--- src/rtl/core/tcea_pkg.sv ---
// Shared constants, types and constant functions of the temperature color map.
// Holds the fixed-point coefficients and the erf table built at elaboration.
// No dependencies.
`default_nettype none

package tcea_pkg;

    // Fixed-point format: Q1.12 for colors, offsets and erf
    localparam int FRAC_BITS       = 12;
    localparam int ONE             = 1 << FRAC_BITS;
    localparam int HALF            = 1 << (FRAC_BITS - 1);

    // Erf table geometry: DEPTH+1 points over arguments 0..4
    localparam int ERF_TABLE_DEPTH = 256;
    localparam int ERF_IDX_W       = $clog2(ERF_TABLE_DEPTH);
    // argument is Q(8+FRAC_BITS); 4.0 spans 10+FRAC_BITS bits
    localparam int ERF_LSB         = 10 + FRAC_BITS - ERF_IDX_W;

    // Simpson step over 0..4 and the scale that makes erf(4) = 1.0
    localparam real ERF_H          = 4.0 / (2.0 * ERF_TABLE_DEPTH);
    localparam real ERF_SCALE      = real'(ONE) * (ERF_H / 3.0) * 1.1283791670955126
                                     / 0.9999999845827421;

    // Field widths
    localparam int SAMPLE_W        = 16;
    localparam int CHAN_W          = FRAC_BITS + 1;
    localparam int ALPHA_W         = FRAC_BITS + 2;
    localparam int SLOPE_W         = 16;
    localparam int DIFF_W          = FRAC_BITS + 2;
    localparam int ARG_W           = SLOPE_W + DIFF_W;
    localparam int MAG_W           = ARG_W - 1;
    localparam int COEF_W          = FRAC_BITS + 2;
    localparam int PROD_W          = COEF_W + CHAN_W;
    localparam int CALC_W          = CHAN_W + 3;

    // APB register file
    localparam int PADDR_W         = 4;
    localparam int PDATA_W         = 32;
    localparam int REG_IDX_W       = 2;
    localparam logic [REG_IDX_W-1:0] REG_ALPHA_OFFSET_Y = REG_IDX_W'(0);
    localparam logic [REG_IDX_W-1:0] REG_ALPHA_SLOPE    = REG_IDX_W'(1);
    localparam logic [REG_IDX_W-1:0] REG_ALPHA_OFFSET_X = REG_IDX_W'(2);

    localparam logic [CHAN_W-1:0]         OFFSET_Y_RST = CHAN_W'(2048);
    localparam logic signed [SLOPE_W-1:0] SLOPE_RST    = SLOPE_W'(2560);
    localparam logic [CHAN_W-1:0]         OFFSET_X_RST = CHAN_W'(2048);

    // Color coefficients, round(c * ONE)
    localparam int K_R_LO      = (2500 * ONE + 500) / 1000;
    localparam int K_G_LO      = (1950 * ONE + 500) / 1000;
    localparam int K_G_LO_BASE = (780  * ONE + 500) / 1000;
    localparam int K_B_LO      = (2350 * ONE + 500) / 1000;
    localparam int K_B_LO_BASE = (940  * ONE + 500) / 1000;
    localparam int K_G_MID     = (2857 * ONE + 500) / 1000;
    localparam int K_G_MID_OFF = (1143 * ONE + 500) / 1000;

    typedef logic [CHAN_W-1:0] t_chan;
    typedef t_chan t_erf_tab [ERF_TABLE_DEPTH+1];
    typedef t_chan t_erf_seg [ERF_TABLE_DEPTH];

    // Erf at 4*i/DEPTH, Simpson rule on exp(-t*t), normalized so erf(4) = 1.0
    function automatic t_erf_tab erf_table_build();
        t_erf_tab tab;
        real      acc;
        real      g0;
        real      g1;
        real      g2;
        real      t1;
        real      t2;
        tab[0] = '0;
        acc    = 0.0;
        g0     = 1.0;
        for (int i = 0; i < ERF_TABLE_DEPTH; i++) begin
            t1  = ERF_H * real'(2 * i + 1);
            t2  = ERF_H * real'(2 * i + 2);
            g1  = $exp(-t1 * t1);
            g2  = $exp(-t2 * t2);
            acc = acc + g0 + 4.0 * g1 + g2;
            tab[i+1] = CHAN_W'($rtoi(acc * ERF_SCALE + 0.5));
            g0  = g2;
        end
        return tab;
    endfunction

    // Left point of each interpolation segment
    function automatic t_erf_seg erf_base(input t_erf_tab tab);
        t_erf_seg seg;
        for (int i = 0; i < ERF_TABLE_DEPTH; i++) begin
            seg[i] = tab[i];
        end
        return seg;
    endfunction

    // Rise over each interpolation segment
    function automatic t_erf_seg erf_step(input t_erf_tab tab);
        t_erf_seg seg;
        for (int i = 0; i < ERF_TABLE_DEPTH; i++) begin
            seg[i] = tab[i+1] - tab[i];
        end
        return seg;
    endfunction

    localparam t_erf_tab ERF_TAB  = erf_table_build();
    localparam t_erf_seg ERF_BASE = erf_base(ERF_TAB);
    localparam t_erf_seg ERF_STEP = erf_step(ERF_TAB);

    // k * x rounded half up, k and x unsigned
    function automatic logic [COEF_W-1:0] mul_round(input logic [COEF_W-1:0] k,
                                                     input logic [CHAN_W-1:0] x);
        logic [PROD_W-1:0] p;
        p = PROD_W'(k) * PROD_W'(x) + PROD_W'(HALF);
        return COEF_W'(p >> FRAC_BITS);
    endfunction

    // Clamp a signed value to 0..ONE
    function automatic t_chan clamp_unit(input logic signed [CALC_W-1:0] v);
        t_chan r;
        if (v < 0) begin
            r = '0;
        end else if (v > $signed(CALC_W'(ONE))) begin
            r = CHAN_W'(ONE);
        end else begin
            r = v[CHAN_W-1:0];
        end
        return r;
    endfunction

endpackage

`default_nettype wire

--- src/rtl/core/temperature_colormap_erf_alpha.sv ---
// Temperature color map with erf opacity ramp: six-stage pipeline and APB registers.
// Depends on tcea_pkg.
`default_nettype none

// One sample per clock: a request is taken whenever start is high (busy stays low,
// the pipeline never stalls) and its RGBA result passes through six register
// stages (clamp, multiply, color finish and erf table lookup, interpolation, alpha
// multiply, alpha round and saturate) to the o_red/o_green/o_blue/o_alpha ports,
// where it is shown for exactly one cycle, marked by o_valid. The receiver must
// take every result in the cycle it is shown. The alpha registers sit on APB at
// 0x0 (offset_y), 0x4 (slope) and 0x8 (offset_x); write them only while no
// request is in flight.
module temperature_colormap_erf_alpha (
    input  logic                                 i_clk,
    input  logic                                 i_rst_n,
    // sample request
    input  logic                                 start,
    output logic                                 busy,
    input  logic signed [tcea_pkg::SAMPLE_W-1:0] i_sample_value,
    // color result
    output logic                                 o_valid,
    output logic [tcea_pkg::CHAN_W-1:0]          o_red,
    output logic [tcea_pkg::CHAN_W-1:0]          o_green,
    output logic [tcea_pkg::CHAN_W-1:0]          o_blue,
    output logic [tcea_pkg::ALPHA_W-1:0]         o_alpha,
    // APB registers
    input  logic                                 psel,
    input  logic                                 penable,
    input  logic                                 pwrite,
    input  logic [tcea_pkg::PADDR_W-1:0]         paddr,
    input  logic [tcea_pkg::PDATA_W-1:0]         pwdata,
    output logic [tcea_pkg::PDATA_W-1:0]         prdata,
    output logic                                 pready
);
    import tcea_pkg::*;

    localparam int X5_W   = CHAN_W + 2;
    localparam int QP_W   = CHAN_W + ERF_LSB + 1;
    localparam int W_W    = CHAN_W + 1;
    localparam int AP_W   = CHAN_W + W_W;
    localparam int ARAW_W = AP_W - FRAC_BITS;

    // ---------------------------------------------------------------
    // Configuration registers
    // ---------------------------------------------------------------
    logic [CHAN_W-1:0]         r_alpha_offset_y;
    logic signed [SLOPE_W-1:0] r_alpha_slope;
    logic [CHAN_W-1:0]         r_alpha_offset_x;
    logic                      cfg_wr;
    logic [REG_IDX_W-1:0]      cfg_idx;

    assign pready  = 1'b1;
    assign cfg_wr  = psel & penable & pwrite;
    assign cfg_idx = paddr[PADDR_W-1:2];

    always_ff @(posedge i_clk) begin
        if (!i_rst_n) begin
            r_alpha_offset_y <= OFFSET_Y_RST;
            r_alpha_slope    <= SLOPE_RST;
            r_alpha_offset_x <= OFFSET_X_RST;
        end else if (cfg_wr) begin
            unique case (cfg_idx)
                REG_ALPHA_OFFSET_Y: r_alpha_offset_y <= pwdata[CHAN_W-1:0];
                REG_ALPHA_SLOPE:    r_alpha_slope    <= $signed(pwdata[SLOPE_W-1:0]);
                REG_ALPHA_OFFSET_X: r_alpha_offset_x <= pwdata[CHAN_W-1:0];
                default: ;
            endcase
        end
    end

    // register readback
    always_comb begin
        unique case (cfg_idx)
            REG_ALPHA_OFFSET_Y: prdata = PDATA_W'(r_alpha_offset_y);
            REG_ALPHA_SLOPE:    prdata = PDATA_W'($unsigned(r_alpha_slope));
            REG_ALPHA_OFFSET_X: prdata = PDATA_W'(r_alpha_offset_x);
            default:            prdata = '0;
        endcase
    end

    // never stalls
    assign busy = 1'b0;

    // ---------------------------------------------------------------
    // Stage 1: clamp, segment select, distance to ramp center
    // ---------------------------------------------------------------
    logic [CHAN_W-1:0]        n1_x;
    logic [X5_W-1:0]          n1_x5;
    logic                     n1_low;
    logic                     n1_mid;
    logic signed [DIFF_W-1:0] n1_diff;

    logic                     r1_v;
    logic [CHAN_W-1:0]        r1_x;
    logic                     r1_low;
    logic                     r1_mid;
    logic signed [DIFF_W-1:0] r1_diff;

    always_comb begin
        if (i_sample_value < 0) begin
            n1_x = '0;
        end else if (i_sample_value > $signed(SAMPLE_W'(ONE))) begin
            n1_x = CHAN_W'(ONE);
        end else begin
            n1_x = i_sample_value[CHAN_W-1:0];
        end
        n1_x5   = {2'b00, n1_x} + {n1_x, 2'b00};
        n1_low  = n1_x5 < X5_W'(2 * ONE);
        n1_mid  = !n1_low && ({n1_x, 2'b00} < X5_W'(3 * ONE));
        n1_diff = $signed({1'b0, n1_x}) - $signed({1'b0, r_alpha_offset_x});
    end

    always_ff @(posedge i_clk) begin
        if (!i_rst_n) begin
            r1_v <= 1'b0;
        end else begin
            r1_v <= start & ~busy;
        end
        r1_x    <= n1_x;
        r1_low  <= n1_low;
        r1_mid  <= n1_mid;
        r1_diff <= n1_diff;
    end

    // ---------------------------------------------------------------
    // Stage 2: color slope products, erf argument
    // ---------------------------------------------------------------
    logic [COEF_W-1:0]       n2_mr;
    logic [COEF_W-1:0]       n2_mg;
    logic [COEF_W-1:0]       n2_mb;
    logic signed [ARG_W-1:0] n2_arg;

    logic                    r2_v;
    logic [CHAN_W-1:0]       r2_x;
    logic                    r2_low;
    logic                    r2_mid;
    logic [COEF_W-1:0]       r2_mr;
    logic [COEF_W-1:0]       r2_mg;
    logic [COEF_W-1:0]       r2_mb;
    logic signed [ARG_W-1:0] r2_arg;

    always_comb begin
        n2_mr  = mul_round(COEF_W'(K_R_LO), r1_x);
        n2_mg  = mul_round(r1_low ? COEF_W'(K_G_LO) : COEF_W'(K_G_MID), r1_x);
        n2_mb  = mul_round(COEF_W'(K_B_LO), r1_x);
        // Q8.8 times the signed 14-bit Q2.12 difference gives the Q10.20 erf argument
        n2_arg = ARG_W'(r_alpha_slope) * ARG_W'(r1_diff);
    end

    always_ff @(posedge i_clk) begin
        if (!i_rst_n) begin
            r2_v <= 1'b0;
        end else begin
            r2_v <= r1_v;
        end
        r2_x   <= r1_x;
        r2_low <= r1_low;
        r2_mid <= r1_mid;
        r2_mr  <= n2_mr;
        r2_mg  <= n2_mg;
        r2_mb  <= n2_mb;
        r2_arg <= n2_arg;
    end

    // ---------------------------------------------------------------
    // Stage 3: finish colors, erf table lookup
    // ---------------------------------------------------------------
    logic signed [CALC_W-1:0] n3_tr;
    logic signed [CALC_W-1:0] n3_tg;
    logic signed [CALC_W-1:0] n3_tb;
    logic [ARG_W-1:0]         n3_abs;
    logic [MAG_W-1:0]         n3_mag;
    logic [ERF_IDX_W-1:0]     n3_idx;

    logic                     r3_v;
    logic [CHAN_W-1:0]        r3_red;
    logic [CHAN_W-1:0]        r3_green;
    logic [CHAN_W-1:0]        r3_blue;
    logic                     r3_neg;
    logic                     r3_sat;
    logic [CHAN_W-1:0]        r3_a;
    logic [CHAN_W-1:0]        r3_d;
    logic [ERF_LSB-1:0]       r3_frac;

    always_comb begin
        if (r2_low) begin
            n3_tr = $signed(CALC_W'(r2_mr));
            n3_tg = $signed(CALC_W'(K_G_LO_BASE)) - $signed(CALC_W'(r2_mg));
            n3_tb = $signed(CALC_W'(K_B_LO_BASE)) - $signed(CALC_W'(r2_mb));
        end else if (r2_mid) begin
            n3_tr = $signed(CALC_W'(ONE));
            n3_tg = $signed(CALC_W'(r2_mg)) - $signed(CALC_W'(K_G_MID_OFF));
            n3_tb = '0;
        end else begin
            n3_tr = $signed(CALC_W'(ONE));
            n3_tg = $signed(CALC_W'(ONE));
            n3_tb = $signed(CALC_W'({r2_x, 2'b00})) - $signed(CALC_W'(3 * ONE));
        end
        // erf is odd: look up the magnitude, restore the sign later
        n3_abs = r2_arg[ARG_W-1] ? ARG_W'(-r2_arg) : ARG_W'(r2_arg);
        n3_mag = n3_abs[MAG_W-1:0];
        n3_idx = n3_mag[ERF_LSB+ERF_IDX_W-1:ERF_LSB];
    end

    always_ff @(posedge i_clk) begin
        if (!i_rst_n) begin
            r3_v <= 1'b0;
        end else begin
            r3_v <= r2_v;
        end
        r3_red   <= clamp_unit(n3_tr);
        r3_green <= clamp_unit(n3_tg);
        r3_blue  <= clamp_unit(n3_tb);
        r3_neg   <= r2_arg[ARG_W-1];
        r3_sat   <= |n3_mag[MAG_W-1:ERF_LSB+ERF_IDX_W];
        r3_a     <= ERF_BASE[n3_idx];
        r3_d     <= ERF_STEP[n3_idx];
        r3_frac  <= n3_mag[ERF_LSB-1:0];
    end

    // ---------------------------------------------------------------
    // Stage 4: linear interpolation, saturation beyond 4, sign
    // ---------------------------------------------------------------
    logic [QP_W-1:0]          n4_qp;
    logic [CHAN_W:0]          n4_sum;
    logic [CHAN_W-1:0]        n4_emag;
    logic signed [CHAN_W:0]   n4_e;

    logic                     r4_v;
    logic [CHAN_W-1:0]        r4_red;
    logic [CHAN_W-1:0]        r4_green;
    logic [CHAN_W-1:0]        r4_blue;
    logic signed [CHAN_W:0]   r4_e;

    always_comb begin
        n4_qp  = QP_W'(r3_d) * QP_W'(r3_frac) + QP_W'(1 << (ERF_LSB - 1));
        n4_sum = W_W'(r3_a) + W_W'(n4_qp >> ERF_LSB);
        if (r3_sat || n4_sum > W_W'(ONE)) begin
            n4_emag = CHAN_W'(ONE);
        end else begin
            n4_emag = n4_sum[CHAN_W-1:0];
        end
        n4_e = r3_neg ? -$signed({1'b0, n4_emag}) : $signed({1'b0, n4_emag});
    end

    always_ff @(posedge i_clk) begin
        if (!i_rst_n) begin
            r4_v <= 1'b0;
        end else begin
            r4_v <= r3_v;
        end
        r4_red   <= r3_red;
        r4_green <= r3_green;
        r4_blue  <= r3_blue;
        r4_e     <= n4_e;
    end

    // ---------------------------------------------------------------
    // Stage 5: alpha = offset_y * (1 + erf), rounded
    // ---------------------------------------------------------------
    logic [W_W-1:0]    n5_w;

    logic              r5_v;
    logic [CHAN_W-1:0] r5_red;
    logic [CHAN_W-1:0] r5_green;
    logic [CHAN_W-1:0] r5_blue;
    logic [AP_W-1:0]   r5_prod;

    // 1 + erf lies in 0..2*ONE, so the modulo sum is exact
    assign n5_w = W_W'(ONE) + W_W'($unsigned(r4_e));

    always_ff @(posedge i_clk) begin
        if (!i_rst_n) begin
            r5_v <= 1'b0;
        end else begin
            r5_v <= r4_v;
        end
        r5_red   <= r4_red;
        r5_green <= r4_green;
        r5_blue  <= r4_blue;
        r5_prod  <= AP_W'(r_alpha_offset_y) * AP_W'(n5_w) + AP_W'(HALF);
    end

    // ---------------------------------------------------------------
    // Stage 6: alpha saturation, result registers
    // ---------------------------------------------------------------
    logic [ARAW_W-1:0] n6_araw;

    assign n6_araw = r5_prod[AP_W-1:FRAC_BITS];

    always_ff @(posedge i_clk) begin
        if (!i_rst_n) begin
            o_valid <= 1'b0;
        end else begin
            o_valid <= r5_v;
        end
        o_red   <= r5_red;
        o_green <= r5_green;
        o_blue  <= r5_blue;
        if (n6_araw > ARAW_W'(2 * ONE)) begin
            o_alpha <= ALPHA_W'(2 * ONE);
        end else begin
            o_alpha <= n6_araw[ALPHA_W-1:0];
        end
    end

endmodule

`default_nettype wire

--- config.mk ---
export PLATFORM = sky130hd
export DESIGN_NAME = temperature_colormap_erf_alpha
export DESIGN_NICKNAME = d
export VERILOG_FILES = /design/src/rtl/core/tcea_pkg.sv /design/src/rtl/core/temperature_colormap_erf_alpha.sv
export SDC_FILE = /design/constraint.sdc
export NUM_CORES = 2
export LEC_CHECK = 0
export BUFFER_PORTS_ARGS = -buffer_cell sky130_fd_sc_hd__buf_2
export CORE_ASPECT_RATIO = 0.7
export CORE_MARGIN = 5
export CORE_UTILIZATION = 40
export CTS_CLUSTER_DIAMETER = 80
export DETAILED_ROUTE_END_ITERATION = 10
export GPL_TIMING_DRIVEN = 0
export SYNTH_ARGS = -nofsm -noshare
export SYNTH_HDL_FRONTEND = slang
export SYNTH_SLANG_ARGS = --single-unit
export TNS_END_PERCENT = 20
--- constraint.sdc ---
create_clock -name i_clk -period 8.1 [get_ports i_clk]
set_input_delay 1.215 -clock i_clk [delete_from_list [all_inputs] [get_ports i_clk]]
set_output_delay 1.215 -clock i_clk [all_outputs]
set_load 0.05 [all_outputs]
* Yosys cells after proc, flatten, opt, wreduce, memory -nomap -nowiden
Memories as Yosys holds them, arrays and structs flattened. A register that Yosys moved wholly into a read port is not among the register bits.
Cells that the tools add are included.
** Storage, ports and cells
- Register bits after elaboration :: 391
- Latch bits :: 0
- Bits in writable memories :: 0
- Bits in read-only memories :: 6656
- Input port bits :: 58
- Output and inout port bits :: 88
- Word-level logic and storage cells :: 108
- Memories kept :: 2
** Operators by class
- Add/subtract/negate cells :: 15
- Multipliers :: 6
- Divide/modulo/power cells :: 0
- Order comparisons :: 12
- Equal/unequal tests :: 2
- Shift-type cells :: 0
- Muxes and demuxes :: 15
- Bitwise logic cells :: 3
- Reduce and logical (&&, ||, !) cells :: 11
** Memories
- (no name shown) :: depth 256, bits a word 13, read ports 1, clocked after Yosys merged registers in 1, write ports 0, line temperature_colormap_erf_alpha.sv:217 : r3_d <= ERF_STEP[n3_idx];
- (no name shown) :: depth 256, bits a word 13, read ports 1, clocked after Yosys merged registers in 1, write ports 0, line temperature_colormap_erf_alpha.sv:216 : r3_a <= ERF_BASE[n3_idx];
** Operators with widths (count)
- two-way mux 13 bit :: 7
- adder 26 x 12 -> 26 bit (second input constant) :: 3
- greater-than comparator 16 x 14 -> 1 bit (second input constant) :: 4
- less-than comparator 16 x 1 -> 1 bit (second input constant) :: 4
- two-way mux 16 bit :: 4
- multiplier 13 x 14 -> 27 bit :: 2
- one-hot mux 16 bit (3 select lines) :: 1
- less-than comparator 15 x 14 -> 1 bit (second input constant) :: 2
- multiplier 16 x 14 -> 30 bit :: 1
- subtractor 12 x 14 -> 15 bit (first input constant) :: 2
- two-way mux 29 bit :: 1
- negator 29 bit :: 1
- adder 27 x 14 -> 28 bit (second input constant) :: 1
- two-way mux 14 bit :: 2
- adder 27 x 12 -> 27 bit (second input constant) :: 1
- multiplier 14 x 13 -> 26 bit :: 1
- multiplier 13 x 13 -> 25 bit (first input constant) :: 1
- subtractor 15 x 14 -> 16 bit (second input constant) :: 1
- adder 13 x 15 -> 15 bit :: 1
- greater-than comparator 15 x 14 -> 1 bit (second input constant) :: 1
- multiplier 3 x 13 -> 15 bit (first input constant) :: 1
- subtractor 14 x 13 -> 15 bit (second input constant) :: 1
- adder 13 x 14 -> 14 bit :: 1
- adder 13 x 14 -> 14 bit (first input constant) :: 1
- other kinds (14) :: 19

* Longest topological paths before layout
- Depth in word-level cells :: 8
- Depth in mapped cells :: 39
- Mapped depth without buffers :: 39

* Least setup slack after synthesis
Ideal clock, no wire load.
- Path kind :: reg2reg
- From :: reg r3_d[3]
- To :: reg r4_e[10]
- Setup time :: 0.059 ns
- Arrival time :: 7.721 ns
- Required time :: 8.041 ns
- Path slack :: 0.320 ns
- Cell stages (with the launch flop) :: 36
- Buffers on the path :: 1
- Clock period less this slack :: 7.780 ns
- Cells stage by stage :: dfxtp_1 clkbuf_1 and2_1 fa_1 inv_1 fa_1 inv_1 ha_1 ha_1 fa_1 ha_1 ha_1 nand4_1 nor3_1 o21a_1 o21ai_0 a211o_1 o21ai_0 a311oi_1 o31ai_1 a21oi_1 xor2_1 ha_1 or4b_1 a31oi_1 xnor2_1 nor2b_1 o2111ai_1 nand2_1 nand2_1 ha_1 inv_1 nand2_1 mux2i_1 a31oi_1 nand2_1
** Between the ends
- Word-level cells in the longest chain between the ends :: 8
** RTL lines
- start, declared :: line temperature_colormap_erf_alpha.sv:182 : logic [CHAN_W-1:0] r3_d;
- multiplier 13 x 14 -> 27 bit * :: line temperature_colormap_erf_alpha.sv:236 : n4_qp = QP_W'(r3_d) * QP_W'(r3_frac) + QP_W'(1 << (ERF_LSB - 1));
- adder 27 x 14 -> 28 bit * :: line temperature_colormap_erf_alpha.sv:236
- adder 13 x 14 -> 14 bit * :: line temperature_colormap_erf_alpha.sv:237 : n4_sum = W_W'(r3_a) + W_W'(n4_qp >> ERF_LSB);
- greater-than comparator 14 x 13 -> 1 bit :: line temperature_colormap_erf_alpha.sv:238 : if (r3_sat || n4_sum > W_W'(ONE)) begin
- logical OR 1 bit :: line temperature_colormap_erf_alpha.sv:238
- two-way mux 13 bit * :: line temperature_colormap_erf_alpha.sv:238
- negator 13 -> 14 bit :: line temperature_colormap_erf_alpha.sv:243 : n4_e = r3_neg ? -$signed({1'b0, n4_emag}) : $signed({1'b0, n4_emag});
- two-way mux 13 bit * :: line temperature_colormap_erf_alpha.sv:243
- named net n4_e[10] :: line temperature_colormap_erf_alpha.sv:227 : logic signed [CHAN_W:0] n4_e;
- end signal, assigned :: line temperature_colormap_erf_alpha.sv:255 : r4_e <= n4_e;
- end, declared :: line temperature_colormap_erf_alpha.sv:233 : logic signed [CHAN_W:0] r4_e;
The timed path passes the listed nets; every way through them passes the cells marked *.
A chain may end at the register's enable or synchronous reset.

* Worst setup path after layout
- From :: reg r3_d[3]
- To :: reg r4_e[6]
Same word-level chain as after synthesis.

==> results.md <==
Pwr
- **largest vdd supply drop** 0.230 mV
- **static leakage power** 22.7 nW
- **pwr dens** 238 nW/um2

Placement
- **placed cell areas** 43600 um2
- **dpl ws** -1.01 ns
- **GPL Wtd Cong** 0.986
- **PortBufs** 107
- **HPWL after detailed placement** 99600 um

Floorplanning
- **I/O pin total** 146
- **Initial Utilization** 40.4%
- **standard cell core area** 102000 um2
- **area enclosed by the die boundary** 110000 um2
- **Die Width** 394 um
- **floorplan row count** 98
- **y dimension of the die** 279 um

Detailed routing
- **routed via count divided by cell count** 5.18
- **1st-iter DRT viols** 2707
- **detailed-routing iteration count for the pre-antenna-repair pass** 6
- **Detailed Route WL** 120000 um
- **Post-DRT Antenna Nets** 0
- **DRC violations left** 0
- **routed len/inst** 20.0 um
- **total number of vias** 31200

Synth
- **post-synthesis cell type with the largest combined area** fa_1
- **total number of yosys warnings** 0
- **post-synth top area share** 27.3%
- **cell count after synthesis** 4462
- **top area cells in the synthesized netlist** fa_1 27%, dfxtp_1 19%, ha_1 15%, inv_1 6.4%, and2_1 4.7%
- **part of the Yosys area used for sequential elements** 19.3%
- **number of distinct library cell variants in the gate-level netlist after synthesis** 84
- **EDFF count, synth** 0
- **proportion of synthesized flip-flops having asynchronous set or reset** 0%
- **flops & latches, synth** 399
- **Synth Flop Type** dfxtp_1
- **post-synthesis instance area** 41300 um2
- **average instance area after synthesis** 9.26 um2

Timing
- **maximum frequency from static timing analysis** 127 MHz
- **crit path setup slack, layout** 0.232 ns
- **Setup Total Neg Slack** 0 ns
- **ratio of final minimum period to clock period** 97.1%
- **final number of max-transition violations** 0
- **worst slew pin tran** 1.39 ns
- **final-report hold violation count** 0
- **Clock Skew** 0.0226 ns
- **shortest period the worst path allows** 7.87 ns
- **setup-violating endpoint count in the final report** 0
- **headroom to the max-slew limit** 6.82%

Cells and area
- **final core utilization** 44.5%
- **area grow syn2layout** 10.4%
- **final cell area excluding filler cells** 45600 um2
- **ratio of cells with drive above 1 in the final layout** 7.05%
- **commonest cells after routing, fill and taps aside** 703 x inv_1, 564 x fa_1, 484 x ha_1
- **most common library cell in the layout ignoring fill and taps** inv_1
- **fin nets** 5767

Run status
- **result of the run** finished clean

Global routing
- **maximum number of pins on one net before global-route repair** 17
- **total overflow reported by the global router** 0
- **vias in the first global route** 31700
- **initial antenna violation count** 6
- **total track usage** 22.0%
- **wire length of the first global-routing pass** 189000 um

Min path
- **hold_sp** r5_blue[5]
- **worst min path class** reg -> reg

Clock tree
- **cell chosen for the clock root** clkbuf_16
- **clock-pin slew of the registers on the worst-case setup and hold paths** 0.06 ns
- **clock insertion delay at the later pin of the skew report** 0.60 ns
- **htree depth** 2
- **Num CTS Buffers** 41
- **clock tree from TritonCTS** built
- **largest buffer count on any clock path** 3
- **total clock sinks** 399
- **post-cts hold buffer count** 0

Setup path
- **launch instance of the worst register-to-register path** r3_d[3]
- **Required @ worst endpoint** 8.53 ns
- **startpoint of the worst setup timing path** r3_d[3]
- **data arrival at the endpoint of the critical path** 8.30 ns
- **crit-path max cell delay** 0.57 ns
- **type of origin of the critical path** flip-flop
- **r2r setup slk** 0.23 ns
- **reg-to-reg endpoint** r4_e[6]
- **CP Capture Point** r4_e[6]
- **Worst Reg-to-Reg Cells** 33
- **CP max FO** 6
- **cell with the largest stage delay on the worst path** or4b_4
- **path type of the worst setup path** reg -> reg
- **endpoint class of the critical path** flip-flop

Flow run
- **max-cap violation count** 0

==> routing by layer <==
layer  global-route usage (%)  part of all wire [%]  routed length [um]
met5                   0.0425                 0.023                  28
met4                     4.66                   2.1                2580
met3                     7.06                    10               12600
met2                     30.4                    39               47100
met1                     33.3                    48               58100
==> sequential cells by signal, summed over array words and instances (netlist names), 14 cells and up <==
name           cells
o_alpha           14
r3_frac           14
r2_mb             14
r5_prod           15
r4_e              14
r2_mr             14
r2_arg            30
r_alpha_slope     16
r2_mg             14
r1_diff           14
==> worst min path at each step <==
stage                  endpoint  slack, ns  depth (start not counted)
finish                o_blue[5]       0.32                          0
floorplan             o_blue[0]       0.31                          0
global route        r5_green[7]       0.33                          0
CTS                   r5_red[8]       0.31                          0
global placement       o_red[1]       0.31                          0
detailed placement   o_blue[11]       0.31                          0
==> metrics by stage <==
stage	hold WS (ns)	std cells	power [mW]
5_1_grt	0.326	6029	11.5
6_report	0.315	6032	10.9
3_5_place_dp	0.312	5939	8.44
2_1_floorplan	0.310	4481	6.28
4_1_cts	0.313	6020	10.6
3_3_place_gp	0.310	5938	8.56
==> where the power goes <==
part           leakage [nW]  switching [mW]  internal [mW]
sequential             3.27           0.254           2.24
combinational          18.7            4.46           2.00
clock                 0.662           0.847           1.08
total                  22.7            5.56           5.32
==> area by class of cell <==
cell class	instances	area [um2]
clock inverters	20	238
inverters	708	2660
multi-input cells	3190	30300
flip-flops and latches	399	8000
plain buffers	183	822
repair buffers	127	712
diodes	4	10.0
well taps	1350	1690
fillers	9966	56800
clock buffers	51	1130
==> logic make-up after synthesis <==
| family | after synthesis | synth area share [%] |
|---|---|---|
| compound gates | 616 | 9.68 |
| xor+xnor | 192 | 4.07 |
| fa+ha+maj | 1059 | 42.3 |
| buf+inv | 892 | 8.34 |
| flops | 399 | 19.3 |
| mux | 32 | 0.784 |
| other cells | 2 | 0.0182 |
| simple gates | 1270 | 15.5 |
==> cells in the mapped netlist, types with 9 or more instances <==
master    number
nor2_1       194
a211oi_1      27
a211o_1        9
or3_1         18
nor4_1        14
or4_1         11
or2_2         12
a31oi_1       28
o21a_1        13
mux2i_1       29
and3_1        15
dfxtp_1      399
nor3_1        58
o211ai_1      24
buf_4         19
a21oi_1      144
a21o_1        36
nand2_1      432
o21ai_0      152
o31ai_1       17
a311oi_1       9
buf_2         23
nand3_1       50
fa_1         564
a21boi_0      37
xor2_1        64
a221oi_1      14
o22ai_1       11
xnor2_1      128
a22oi_1       11
nor2b_1       46
ha_1         495
and2_1       310
o221ai_1       9
nand4_1       20
clkbuf_1     137
inv_1        707
nand2b_1      51
o311ai_0       9
==> critical path: cells and delay by family (launching register included) <==
family,cells,cell delay [ns]
compound gates,7,1.17
xor+xnor,2,0.44
fa+ha+maj,9,3.39
buf+inv,6,0.63
flops,1,0.37
simple gates,9,1.68
==> timing repair <==
item / CTS / global route
resized for setup: 39 / 55
cloned: 0 / 1
setup endpoints to repair: 12 / 10
pin swaps: 21 / 37
setup buffers: 11 / 7
(Power assumes the default switching activity.)
